--- config.mk ---
export PLATFORM = sky130hd
export DESIGN_NAME = lfu_page_buffer_table_unit
export DESIGN_NICKNAME = d
export VERILOG_FILES = /design/src/lfupbt_pkg.sv /design/src/lfu_page_buffer_table_unit.sv /design/src/lfupbt_front.sv /design/src/lfupbt_back.sv
export SDC_FILE = /design/constraint.sdc
export NUM_CORES = 1
export LEC_CHECK = 0
export BUFFER_PORTS_ARGS = -buffer_cell sky130_fd_sc_hd__buf_2
export CORE_MARGIN = 4
export CORE_UTILIZATION = 50
export CTS_CLUSTER_SIZE = 25
export DETAILED_ROUTE_END_ITERATION = 8
export HOLD_SLACK_MARGIN = 0.15
export PLACE_DENSITY = 0.67
export SYNTH_ARGS = -nofsm -noshare
export SYNTH_HDL_FRONTEND = slang
export SYNTH_SLANG_ARGS = --single-unit
--- constraint.sdc ---
create_clock -name clk -period 4.8 [get_ports clk]
set_input_delay 0.24 -clock clk [delete_from_list [all_inputs] [get_ports clk]]
set_output_delay 0.24 -clock clk [all_outputs]
set_load 0.05 [all_outputs]
--- src/lfupbt_pkg.sv ---
// Shared types, codes and defaults for the LFU page buffer table.
package lfupbt_pkg;

    localparam int SLOTS_DEF      = 16;
    localparam int COUNT_BITS_DEF = 16;
    localparam int TAG_BITS_DEF   = 16;
    localparam int CAP_BITS       = 5;
    localparam logic [CAP_BITS-1:0] CAP_RESET = 5'd16;

    typedef enum logic [1:0] {
        OP_ADD    = 2'd0,
        OP_ACCESS = 2'd1,
        OP_REMOVE = 2'd2,
        OP_PURGE  = 2'd3
    } op_t;

    typedef enum logic [2:0] {
        KIND_ADDED       = 3'd0,
        KIND_EVICTED     = 3'd1,
        KIND_HIT         = 3'd2,
        KIND_ERROR       = 3'd3,
        KIND_REMOVED     = 3'd4,
        KIND_PURGE       = 3'd5,
        KIND_PURGE_EMPTY = 3'd6
    } kind_t;

    typedef enum logic [3:0] {
        ST_IDLE,
        ST_MIN,
        ST_DEL,
        ST_APP,
        ST_RDW,
        ST_HIT,
        ST_REMV,
        ST_REMF,
        ST_ERR,
        ST_EMPTY,
        ST_PRD,
        ST_PEM
    } state_t;

    typedef struct packed {
        op_t         op;
        logic [15:0] tag;
        logic [3:0]  slot;
    } cmd_t;

endpackage

--- src/lfu_page_buffer_table_unit.sv ---
// Top level of the LFU page buffer table: front queue plus table sequencer.
//
// channel  | dir | beat
// s_*      | in  | tuser[1:0] op; tdata[15:0] page_tag, [19:16] slot_index
// m_*      | out | tuser[2:0] result_kind; tdata[15:0] tag, [19:16] slot; tlast
// cfg_*    | in  | cfg_wdata[4:0] max_pages, written when cfg_we high
//
// After the back end takes a command: add appends, or with eviction first walks for the
// minimum, then compacts over the single memory read port. Access reads then updates;
// remove reads, shifts entries down when they move, then reports; purge reports each tag.
// The two-entry command queue decouples input; the result register decouples output.
// Reset empties the table at once; stored entries are not cleared.
module lfu_page_buffer_table_unit
    import lfupbt_pkg::*;
#(
    parameter int SLOTS      = SLOTS_DEF,
    parameter int COUNT_BITS = COUNT_BITS_DEF,
    parameter int TAG_BITS   = TAG_BITS_DEF
)
(
    input  logic                clk,
    input  logic                rst_n,
    input  logic                cfg_we,
    input  logic [CAP_BITS-1:0] cfg_wdata,   // max_pages
    input  logic                s_tvalid,
    output logic                s_tready,
    input  logic [23:0]         s_tdata,     // page_tag[15:0], slot_index[19:16]
    input  logic [1:0]          s_tuser,     // op
    output logic                m_tvalid,
    input  logic                m_tready,
    output logic [23:0]         m_tdata,     // page_tag_res[15:0], slot_index_res[19:16]
    output logic [2:0]          m_tuser,     // result_kind
    output logic                m_tlast
);

    logic q_valid;
    logic q_ready;
    cmd_t q_cmd;

    lfupbt_front u_front (
        .clk      (clk),
        .rst_n    (rst_n),
        .s_tvalid (s_tvalid),
        .s_tready (s_tready),
        .s_tdata  (s_tdata),
        .s_tuser  (s_tuser),
        .q_valid  (q_valid),
        .q_ready  (q_ready),
        .q_cmd    (q_cmd)
    );

    lfupbt_back #(
        .SLOTS      (SLOTS),
        .COUNT_BITS (COUNT_BITS),
        .TAG_BITS   (TAG_BITS)
    ) u_back (
        .clk       (clk),
        .rst_n     (rst_n),
        .cfg_we    (cfg_we),
        .cfg_wdata (cfg_wdata),
        .q_valid   (q_valid),
        .q_ready   (q_ready),
        .q_cmd     (q_cmd),
        .m_tvalid  (m_tvalid),
        .m_tready  (m_tready),
        .m_tdata   (m_tdata),
        .m_tuser   (m_tuser),
        .m_tlast   (m_tlast)
    );

endmodule

--- src/lfupbt_front.sv ---
// Front end: accepts input beats, decodes the op and queues commands.
module lfupbt_front
    import lfupbt_pkg::*;
(
    input  logic        clk,
    input  logic        rst_n,
    input  logic        s_tvalid,
    output logic        s_tready,
    input  logic [23:0] s_tdata,
    input  logic [1:0]  s_tuser,
    output logic        q_valid,
    input  logic        q_ready,
    output cmd_t        q_cmd
);

    cmd_t       buf_reg [2];
    logic       wr_ptr_reg, wr_ptr_next;
    logic       rd_ptr_reg, rd_ptr_next;
    logic [1:0] cnt_reg, cnt_next;
    logic       push, pop;
    cmd_t       cmd_in;

    assign s_tready = (cnt_reg != 2'd2);
    assign q_valid  = (cnt_reg != 2'd0);
    assign push     = s_tvalid && s_tready;
    assign pop      = q_valid && q_ready;
    assign q_cmd    = buf_reg[rd_ptr_reg];

    always_comb
    begin
        cmd_in.op   = op_t'(s_tuser);
        cmd_in.tag  = s_tdata[15:0];
        cmd_in.slot = s_tdata[19:16];
    end

    always_comb
    begin
        wr_ptr_next = push ? ~wr_ptr_reg : wr_ptr_reg;
        rd_ptr_next = pop ? ~rd_ptr_reg : rd_ptr_reg;
        cnt_next    = cnt_reg + 2'(push) - 2'(pop);
    end

    always_ff @(posedge clk)
    begin
        if (push)
        begin
            buf_reg[wr_ptr_reg] <= cmd_in;
        end
    end

    always_ff @(posedge clk or negedge rst_n)
    begin
        if (!rst_n)
        begin
            wr_ptr_reg <= 1'b0;
            rd_ptr_reg <= 1'b0;
            cnt_reg    <= 2'd0;
        end
        else
        begin
            wr_ptr_reg <= wr_ptr_next;
            rd_ptr_reg <= rd_ptr_next;
            cnt_reg    <= cnt_next;
        end
    end

endmodule

--- src/lfupbt_back.sv ---
// Back end: table memory, sequencer for search/compaction/purge, result register.
module lfupbt_back
    import lfupbt_pkg::*;
#(
    parameter int SLOTS      = SLOTS_DEF,
    parameter int COUNT_BITS = COUNT_BITS_DEF,
    parameter int TAG_BITS   = TAG_BITS_DEF
)
(
    input  logic                clk,
    input  logic                rst_n,
    input  logic                cfg_we,
    input  logic [CAP_BITS-1:0] cfg_wdata,
    input  logic                q_valid,
    output logic                q_ready,
    input  cmd_t                q_cmd,
    output logic                m_tvalid,
    input  logic                m_tready,
    output logic [23:0]         m_tdata,
    output logic [2:0]          m_tuser,
    output logic                m_tlast
);

    localparam int AW = $clog2(SLOTS);
    localparam int OW = AW + 1;
    localparam int EW = TAG_BITS + COUNT_BITS;

    logic [EW-1:0] mem [SLOTS];
    logic [EW-1:0] rd_data_reg;

    state_t state_reg, state_next;
    logic [CAP_BITS-1:0]   cap_reg;
    logic [OW-1:0]         occ_reg, occ_next;
    logic [AW-1:0]         addr_reg, addr_next;
    logic [AW-1:0]         cmp_reg, cmp_next;
    logic                  vld_reg, vld_next;
    logic [AW-1:0]         best_reg, best_next;
    logic [COUNT_BITS-1:0] best_cnt_reg, best_cnt_next;
    logic [TAG_BITS-1:0]   best_tag_reg, best_tag_next;
    op_t                   op_reg, op_next;
    logic [TAG_BITS-1:0]   tag_reg, tag_next;
    logic [3:0]            slot_reg, slot_next;
    logic                  evict_reg, evict_next;

    logic        out_valid_reg;
    kind_t       out_kind_reg;
    logic [15:0] out_tag_reg;
    logic [3:0]  out_slot_reg;
    logic        out_last_reg;

    logic                  emit;
    kind_t                 e_kind;
    logic [15:0]           e_tag;
    logic [3:0]            e_slot;
    logic                  e_last;
    logic                  wr_en;
    logic [AW-1:0]         wr_addr;
    logic [EW-1:0]         wr_data;

    logic [TAG_BITS-1:0]   rd_tag;
    logic [COUNT_BITS-1:0] rd_cnt;
    logic [OW-1:0]         occ_m1;
    logic [OW-1:0]         cap_eff;
    logic                  can_emit;
    logic                  min_take;
    logic [AW-1:0]         best_sel;
    logic [COUNT_BITS-1:0] best_cnt_sel;
    logic [TAG_BITS-1:0]   best_tag_sel;
    logic                  last_rd;
    logic [AW-1:0]         del_v;
    logic [OW-1:0]         del_v1;
    logic                  del_skip;
    logic                  purge_last;
    logic                  slot_ok;

    assign rd_tag   = rd_data_reg[EW-1:COUNT_BITS];
    assign rd_cnt   = rd_data_reg[COUNT_BITS-1:0];
    assign occ_m1   = occ_reg - OW'(1);
    assign can_emit = !out_valid_reg || m_tready;
    assign q_ready  = (state_reg == ST_IDLE);

    assign cap_eff = (cap_reg == '0) ? OW'(1) :
                     ((32'(cap_reg) > SLOTS) ? OW'(SLOTS) : OW'(cap_reg));

    // running minimum; lowest slot wins a tie
    assign min_take     = vld_reg && ((cmp_reg == '0) || (rd_cnt < best_cnt_reg));
    assign best_sel     = min_take ? cmp_reg : best_reg;
    assign best_cnt_sel = min_take ? rd_cnt : best_cnt_reg;
    assign best_tag_sel = min_take ? rd_tag : best_tag_reg;
    assign last_rd      = vld_reg && ({1'b0, cmp_reg} == occ_m1);

    assign del_v      = (state_reg == ST_MIN) ? best_sel : AW'(slot_reg);
    assign del_v1     = {1'b0, del_v} + OW'(1);
    assign del_skip   = (del_v1 >= occ_reg);
    assign purge_last = (({1'b0, addr_reg} + OW'(1)) == occ_reg);
    assign slot_ok    = (32'(q_cmd.slot) < 32'(occ_reg));

    always_comb
    begin
        state_next = state_reg;
        unique case (state_reg)
            ST_IDLE:
            begin
                if (q_valid)
                begin
                    unique case (q_cmd.op)
                        OP_ADD:               state_next = (occ_reg >= cap_eff) ? ST_MIN : ST_APP;
                        OP_ACCESS, OP_REMOVE: state_next = slot_ok ? ST_RDW : ST_ERR;
                        OP_PURGE:             state_next = (occ_reg == '0) ? ST_EMPTY : ST_PRD;
                        default:              state_next = ST_IDLE;
                    endcase
                end
            end
            ST_MIN:
            begin
                if (last_rd)
                begin
                    state_next = del_skip ? ST_APP : ST_DEL;
                end
            end
            ST_DEL:
            begin
                if (last_rd)
                begin
                    state_next = (op_reg == OP_ADD) ? ST_APP : ST_REMF;
                end
            end
            ST_RDW:   state_next = (op_reg == OP_ACCESS) ? ST_HIT : ST_REMV;
            ST_REMV:  state_next = del_skip ? ST_REMF : ST_DEL;
            ST_PRD:   state_next = ST_PEM;
            ST_PEM:
            begin
                if (can_emit)
                begin
                    state_next = purge_last ? ST_IDLE : ST_PRD;
                end
            end
            ST_APP, ST_HIT, ST_REMF, ST_ERR, ST_EMPTY:
            begin
                if (can_emit)
                begin
                    state_next = ST_IDLE;
                end
            end
            default:  state_next = ST_IDLE;
        endcase
    end

    always_comb
    begin
        occ_next      = occ_reg;
        addr_next     = addr_reg;
        cmp_next      = cmp_reg;
        vld_next      = vld_reg;
        best_next     = best_reg;
        best_cnt_next = best_cnt_reg;
        best_tag_next = best_tag_reg;
        op_next       = op_reg;
        tag_next      = tag_reg;
        slot_next     = slot_reg;
        evict_next    = evict_reg;
        emit          = 1'b0;
        e_kind        = KIND_ERROR;
        e_tag         = '0;
        e_slot        = slot_reg;
        e_last        = 1'b1;
        wr_en         = 1'b0;
        wr_addr       = addr_reg;
        wr_data       = rd_data_reg;
        unique case (state_reg)
            ST_IDLE:
            begin
                if (q_valid)
                begin
                    op_next    = q_cmd.op;
                    tag_next   = TAG_BITS'(q_cmd.tag);
                    slot_next  = q_cmd.slot;
                    evict_next = (occ_reg >= cap_eff);
                    vld_next   = 1'b0;
                    addr_next  = ((q_cmd.op == OP_ACCESS) || (q_cmd.op == OP_REMOVE)) ?
                                 AW'(q_cmd.slot) : '0;
                end
            end
            ST_MIN:
            begin
                best_next     = best_sel;
                best_cnt_next = best_cnt_sel;
                best_tag_next = best_tag_sel;
                vld_next      = 1'b1;
                cmp_next      = addr_reg;
                addr_next     = addr_reg + AW'(1);
                if (last_rd)
                begin
                    addr_next = AW'(del_v1);
                    vld_next  = 1'b0;
                    if (del_skip)
                    begin
                        occ_next = occ_m1;
                    end
                end
            end
            ST_DEL:
            begin
                // read slot i+1 one beat, write it to slot i the next
                if (vld_reg)
                begin
                    wr_en   = 1'b1;
                    wr_addr = cmp_reg - AW'(1);
                    wr_data = rd_data_reg;
                end
                vld_next  = 1'b1;
                cmp_next  = addr_reg;
                addr_next = addr_reg + AW'(1);
                if (last_rd)
                begin
                    occ_next = occ_m1;
                    vld_next = 1'b0;
                end
            end
            ST_REMV:
            begin
                best_next     = del_v;
                best_tag_next = rd_tag;
                addr_next     = AW'(del_v1);
                vld_next      = 1'b0;
                if (del_skip)
                begin
                    occ_next = occ_m1;
                end
            end
            ST_HIT:
            begin
                if (can_emit)
                begin
                    wr_en   = 1'b1;
                    wr_addr = addr_reg;
                    wr_data = {rd_tag, (rd_cnt == '1) ? rd_cnt : rd_cnt + COUNT_BITS'(1)};
                    emit    = 1'b1;
                    e_kind  = KIND_HIT;
                    e_tag   = 16'(rd_tag);
                end
            end
            ST_APP:
            begin
                if (can_emit)
                begin
                    wr_en    = 1'b1;
                    wr_addr  = occ_reg[AW-1:0];
                    wr_data  = {tag_reg, COUNT_BITS'(0)};
                    occ_next = occ_reg + OW'(1);
                    emit     = 1'b1;
                    e_kind   = evict_reg ? KIND_EVICTED : KIND_ADDED;
                    e_tag    = evict_reg ? 16'(best_tag_reg) : 16'(tag_reg);
                    e_slot   = evict_reg ? 4'(best_reg) : 4'(occ_reg);
                end
            end
            ST_REMF:
            begin
                emit   = can_emit;
                e_kind = KIND_REMOVED;
                e_tag  = 16'(best_tag_reg);
            end
            ST_ERR:
            begin
                emit   = can_emit;
                e_kind = KIND_ERROR;
            end
            ST_EMPTY:
            begin
                emit   = can_emit;
                e_kind = KIND_PURGE_EMPTY;
                e_slot = '0;
            end
            ST_PEM:
            begin
                e_kind = KIND_PURGE;
                e_tag  = 16'(rd_tag);
                e_slot = 4'(addr_reg);
                e_last = purge_last;
                if (can_emit)
                begin
                    emit = 1'b1;
                    if (purge_last)
                    begin
                        occ_next = '0;
                    end
                    else
                    begin
                        addr_next = addr_reg + AW'(1);
                    end
                end
            end
            ST_RDW, ST_PRD:
            begin
            end
            default:
            begin
            end
        endcase
    end

    always_ff @(posedge clk)
    begin
        if (wr_en)
        begin
            mem[wr_addr] <= wr_data;
        end
        rd_data_reg <= mem[addr_reg];
    end

    always_ff @(posedge clk)
    begin
        addr_reg     <= addr_next;
        cmp_reg      <= cmp_next;
        best_reg     <= best_next;
        best_cnt_reg <= best_cnt_next;
        best_tag_reg <= best_tag_next;
        op_reg       <= op_next;
        tag_reg      <= tag_next;
        slot_reg     <= slot_next;
        evict_reg    <= evict_next;
        if (emit)
        begin
            out_kind_reg <= e_kind;
            out_tag_reg  <= e_tag;
            out_slot_reg <= e_slot;
            out_last_reg <= e_last;
        end
    end

    always_ff @(posedge clk or negedge rst_n)
    begin
        if (!rst_n)
        begin
            state_reg     <= ST_IDLE;
            occ_reg       <= '0;
            vld_reg       <= 1'b0;
            cap_reg       <= CAP_RESET;
            out_valid_reg <= 1'b0;
        end
        else
        begin
            state_reg <= state_next;
            occ_reg   <= occ_next;
            vld_reg   <= vld_next;
            if (cfg_we)
            begin
                cap_reg <= cfg_wdata;
            end
            if (emit)
            begin
                out_valid_reg <= 1'b1;
            end
            else if (m_tready)
            begin
                out_valid_reg <= 1'b0;
            end
        end
    end

    assign m_tvalid = out_valid_reg;
    assign m_tuser  = out_kind_reg;
    assign m_tdata  = {4'd0, out_slot_reg, out_tag_reg};
    assign m_tlast  = out_last_reg;

    a_occ_bound: assert property (@(posedge clk) disable iff (!rst_n)
        32'(occ_reg) <= SLOTS)
        else $error("occupancy above slot count");

    a_app_room: assert property (@(posedge clk) disable iff (!rst_n)
        (state_reg == ST_APP) |-> (32'(occ_reg) < SLOTS))
        else $error("append with table full");

    a_walk_range: assert property (@(posedge clk) disable iff (!rst_n)
        (vld_reg && (state_reg == ST_MIN || state_reg == ST_DEL))
            |-> ({1'b0, cmp_reg} < occ_reg))
        else $error("table walk past occupancy");

    a_purge_clear: assert property (@(posedge clk) disable iff (!rst_n)
        (state_reg == ST_PEM && can_emit && purge_last) |=> (occ_reg == '0))
        else $error("purge left entries");

endmodule

# --- Word-level counts from Yosys, hierarchy flattened ---
# Memory sizes are Yosys's and may differ from the RTL's. A register that Yosys moved wholly into a read port is not among the register bits.
# Index checks and enable logic that the tools add are counted.
totals:
  regBits: 111
  ramBits: 556
  in_bits: 36
  output_inout_bits: 30
  elab_cells: 166
  n_memories: 2
op_classes:
  n_addsub: 9
  magnitude_cmp: 5
  n_eq_ne: 28
  n_mux: 66
  n_bitwise: 2
  n_reduce_logical: 33
memory_table:
  columns: ["name", "depth", "width", "rd", "rd_clocked_by_memory_dff", "write_ports", "line_no", "source"]
  rows:
  - ["u_back.mem", 16, 32, 1, 1, 1, "lfupbt_back.sv:28", "logic [EW-1:0] mem [SLOTS];"]
  - ["u_front.buf_reg", 2, 22, 1, 0, 1, "lfupbt_front.sv:16", "cmd_t buf_reg [2];"]
op_table:
  columns: ["op", "count"]
  rows:
  - ["$mux W16", 6]
  - ["$mux W4", 18]
  - ["$pmux W16 S4", 1]
  - ["$pmux W32 S2", 1]
  - ["$mux W5", 8]
  - ["$mux W32", 1]
  - ["$pmux W16 S2", 1]
  - ["$pmux W4 S8", 1]
  - ["$pmux W5 S5", 1]
  - ["$pmux W4 S3", 2]
  - ["$pmux W4 S5", 1]
  - ["$add A16 B1 Y16 const B", 1]
  - ["$eq A16 B16 Y1 const B", 1]
  - ["$eq A4 B3 Y1 const B", 4]
  - ["$eq A4 B4 Y1 const B", 4]
  - ["$lt A16 B16 Y1", 1]
  - ["$ne A2 B1 Y1 const B", 8]
  - ["$pmux W4 S2", 2]
  - ["$pmux W3 S5", 1]
  - ["$mux W1", 13]
  - ["$add A4 B1 Y5 const B", 2]
  - ["$ge A5 B5 Y1", 2]
  - ["$logic_not A5 Y1", 2]
  - ["$reduce_bool A5 Y1", 2]
  - ["34 further kinds", 59]

# --- Depth between registers and ports, before layout ---
logic_depth:
  depth_word: 10
  mapped_depth: 18
  depth_no_buf: 18

# --- Cells and area by module ---
# Synthesis repeated with hierarchy kept, for this count alone.
hier_totals:
  hier_cells: 1545
  area_unflattened_um2: 28314.7
by_module_without_submodules:
  columns: ["mod", "instances", "cells_each", "area_per_inst_um2", "seq_area_each_um2"]
  rows:
  - ["lfupbt_back", 1, 1455, 26502.9, 19149.6]
  - ["lfupbt_front", 1, 90, 1811.7, 1421.4]

# --- Worst setup path after synthesis ---
# No wires, ideal clock.
synth_timing:
  path_type: "reg-to-reg"
  start: "register u_back.rd_data_reg[15] (read register of u_back.mem)"
  end: "register u_back.occ_reg[2]"
  setup_time_ns: 0.121
  arrival_ns: 3.968
  required_time_ns: 4.679
  setup_slack_ns: 0.711
  stages_incl_launch_ff: 18
  path_buffers: 0
  period_less_slack_ns: 4.089
  cell_sequence: "dfxtp_1 > ha_1 > nand4_1 > or3_4 > a2111oi_4 > o31ai_2 > mux2i_1 > o21a_1 > inv_1 > ha_1 > ha_1 > a21o_1 > a21o_1 > a21o_1 > a21oi_1 > a311oi_4 > o221ai_2 > a22o_1"
synth_between:
  elab_chain_len: 10
synth_lines:
  columns: ["element", "line_no", "source"]
  rows:
  - ["from (decl)", "lfupbt_back.sv:29", "logic [EW-1:0] rd_data_reg;"]
  - ["$lt A16 B16 Y1 *", "lfupbt_back.sv:86", "assign min_take = vld_reg && ((cmp_reg == '0) || (rd_cnt < best_cnt_reg));"]
  - ["$logic_or A1 B1 Y1 *", "lfupbt_back.sv:86", null]
  - ["$logic_and A1 B1 Y1 *", "lfupbt_back.sv:86", null]
  - ["$mux W4 *", "lfupbt_back.sv:87", "assign best_sel = min_take ? cmp_reg : best_reg;"]
  - ["$mux W4 *", "lfupbt_back.sv:92", "assign del_v = (state_reg == ST_MIN) ? best_sel : AW'(slot_reg);"]
  - ["$add A4 B1 Y5 *", "lfupbt_back.sv:93", "assign del_v1 = {1'b0, del_v} + OW'(1);"]
  - ["$ge A5 B5 Y1 *", "lfupbt_back.sv:94", "assign del_skip = (del_v1 >= occ_reg);"]
  - ["$mux W5 *", null, null]
  - ["$mux W5", null, null]
  - ["$pmux W5 S5 *", null, null]
  - ["to (signal assigned)", "lfupbt_back.sv:344", "occ_reg <= occ_next;"]
  - ["to (decl)", "lfupbt_back.sv:33", "logic [OW-1:0] occ_reg, occ_next;"]
# Every way passes the cells marked *; elsewhere a longest branch is shown, timed or not. The select of a mux whose other input is x is not followed.
# A chain may end at the register's enable or synchronous reset.

# --- Worst setup path after layout ---
# Ends and elaborated chain as after synthesis.

==> impl_metrics.csv <==
group,metric,value,unit
timing,fin_ws,0.226,ns
timing,finalCritPeriodShare,95.3,%
yosys,syn_inst,1513,
route,vias,14700,
route,drt_wl_total,61.9,mm
finish,drive_above_1_share,25.4,%
finish,fillers,4015,
route,drtAntennaViolNets,0,
flow_run,maxCapViolCount,0,
finish,antenna_cells,0,
power_and_ir_drop,leakage,11.0,nW
grt,grt_pass1_vias,15200,
clock_tree,cts_sinks,699,
clock_tree,clock_path_buffers,3,
placed_design,dp_hpwl,36.0,mm
timing,drv_slew,0,
placed_design,place.gp.congestion,0.902,
finish,nets,1744,
clock_tree,cts_buffers,71,
floorplan,rows,86,
clock_tree,cts_tree,"yes",
placed_design,dpl_worst_slack,0.0455,ns
yosys,synthFlopType,"edfxtp_1",
worst_setup_path,path_class,"reg -> reg",
route,drt_first_pass_iters,8,
run_status,status,"finished, final reports clean",
timing,setup_viol,0,
timing,fin_crit,4.57,ns
grt,antenna_found_initial,0,
yosys,netlist-cell-type-count,74,
clock_tree,clk_latency,0.62,ns
worst_setup_path,critical_path_arrival,5.08,ns
yosys,yosysWarnings,0,
finish,syn_to_final_growth,15.4,%
yosys,syn_area,28200,um^2
route,drc,0,
grt,grt_max_degree,98,
yosys,avgSynthCellArea,18.6,um^2
grt,grt_remaining_overflow,0,
timing,slew_headroom,22.4,%
worst_setup_path,endpoint_kind,"register",
route,wl_per_cell,25.0,um
worst_setup_path,critical_path.max_fanout,8,
floorplan,die-width,245,um
timing,fin_tns_setup,0,ns
timing,tightestPinTransition,1.16,ns
route,via_per_inst,5.95,
yosys,synthTopCellsByArea,"edfxtp_1, mux4_2, dfxtp_1",
hold_path,hold_path_class,"in -> async",
grt,grt_first_pass_wirelength,94.5,mm
power_and_ir_drop,power_density,658,nW/um^2
worst_setup_path,rrSetupSlack,0.23,ns
yosys,async_flop_share,2.86,%
clock_tree,htree_num_levels,3,
grt,grt.total_usage,20.9,%
timing,hold_viol_final,0,
finish,largest_reg_flops,512,
timing,max_freq,219,MHz
yosys,synth_edf_count,647,
floorplan,initial_core_util,50.9,%
worst_setup_path,required,5.30,ns
clock_tree,clk_pin_slew,0.06,ns
timing,skew,0.0279,ns
worst_setup_path,start_kind,"register",
yosys,ys_seq_elements,699,
route,drt_iter0_drc,1553,
finish,regArea,20600,um^2
finish,multiInputGateArea,7250,um^2
yosys,ys_seq_area_share,73.0,%
floorplan,dieArea,60200,um^2
power_and_ir_drop,vdd_drop_max,0.656,mV
clock_tree,cts-root-buf,"clkbuf_16",
yosys,netlist.area_leader.share,68.9,%
floorplan,core,55400,um^2
placed_design,portBuffers,57,
yosys,yosys.area.top_type,"edfxtp_1",
floorplan,pin_count,66,
timing,rsz0062_at_grt,"no",
floorplan,die_h,245,um
[cell usage after synthesis, types with 18 or more instances]
| cell type | number |
|---|---|
| edfxtp_1 | 647 |
| mux4_2 | 158 |
| nand2_1 | 111 |
| inv_1 | 58 |
| nor2_1 | 58 |
| o21ai_0 | 47 |
| ha_1 | 39 |
| clkbuf_1 | 38 |
| dfxtp_1 | 32 |
| a21oi_1 | 30 |
| mux2_2 | 20 |
| dfrtp_1 | 19 |
| nor3_1 | 18 |
[final timing paths]
kind / start / endpoint / cells past startpoint
max: u_back.rd_data_reg[15]$_DFF_P_ / u_back.occ_reg[2]$_DFFE_PN0P_ / 17
min: rst_n / u_back.cap_reg[4]$_DFFE_PN1P_ / 2
max reg2reg: u_back.rd_data_reg[15]$_DFF_P_ / u_back.occ_reg[2]$_DFFE_PN0P_ / 17
min reg2reg: u_back.rd_data_reg[24]$_DFF_P_ / u_back.best_tag_reg[8]$_DFFE_PP_ / 0
max in group asynchronous: rst_n / u_back.cap_reg[2]$_DFFE_PN0P_ / 3
min in group clk: s_tuser[1] / u_front.buf_reg[0][21]$_DFFE_PP_ / 2
[layout make-up]
| type | instances | area share, % |
|---|---|---|
| clock inverters | 38 | 1.26 |
| repair buffers | 152 | 3.82 |
| multi-input cells | 687 | 22.3 |
| flip-flops and latches | 699 | 63.2 |
| well taps | 748 | 2.88 |
| inverters | 58 | 0.669 |
| clock buffers | 90 | 5.84 |
[power by group]
part	switching, mW	internal (mW)	total (mW)
clock	2.29	3.16	5.45
sequential	0.678	8.59	9.27
combinational	3.99	2.69	6.68
total	6.96	14.4	21.4
[through the flow]
step | std cells | cell area (um^2) | hold slack (ns) | power (mW) | utilization, %
6_report | 2472 | 32500 | 0.176 | 21.4 | 58.7
5_1_grt | 2472 | 32500 | 0.194 | 22.5 | 58.7
4_1_cts | 2468 | 32500 | 0.157 | 21.5 | 58.6
3_5_place_dp | 2303 | 29800 | 0.250 | 16.0 | 53.8
3_3_place_gp | 2303 | 29800 | 0.235 | 15.8 | 53.8
2_1_floorplan | 1516 | 28200 | -0.0556 | 13.9 | -
[layout by cell type, fill, tap and decap left out, drive strengths merged, types with 22 or more instances in the layout]
| cell | netlist | routed |
|---|---|---|
| nor2 | 58 | 58 |
| o21ai | 50 | 50 |
| ha | 39 | 39 |
| a21oi | 30 | 30 |
| clkinv | 0 | 22 |
| nand2 | 112 | 112 |
| mux4 | 160 | 160 |
| dfxtp | 32 | 32 |
| edfxtp | 647 | 647 |
| dlygate4sd3 | 0 | 37 |
| clkbuf | 38 | 90 |
| inv | 58 | 63 |
| buf | 34 | 115 |
[metal layers]
| metal | routed length (um) | global-route usage [%] | part of all wire [%] |
|---|---|---|---|
| met1 | 25900 | 29.6 | 42 |
| met4 | 1690 | 7.18 | 2.7 |
| met5 | 0 | 0 | 0 |
| met2 | 29900 | 33.5 | 48 |
| met3 | 4420 | 3.47 | 7.1 |
[what timing repair did]
item	4_1_cts	5_1_grt
hold endpoints to repair	72	0
hold buffers	37	0
resized for setup	0	3
endpoints found under the setup margin	0	7
buffers inserted	0	4
[worst max-delay path: stages, from the launching register on]
cell and delay, ns:
dfxtp_1 0.37, ha_1 0.34, nand4_1 0.16, or3_4 0.43, a2111oi_4 0.47, o31ai_2 0.18
mux2i_2 0.24, o21a_1 0.21, inv_1 0.08, ha_1 0.33, ha_1 0.28, a21o_1 0.16
a21o_1 0.18, a21o_1 0.20, a21oi_4 0.26, a311oi_4 0.20, buf_4 0.19, a22o_1 0.19
[cells by family after synthesis]
family / share of synthesized area, %
flops: 73.0
simple gates: 3.98
mux: 14.2
compound gates: 4.65
buf+inv: 1.85
fa+ha+maj: 1.73
xor+xnor: 0.555
other cells: 0.0133
No activity file was read; power rests on OpenSTA's default activity.
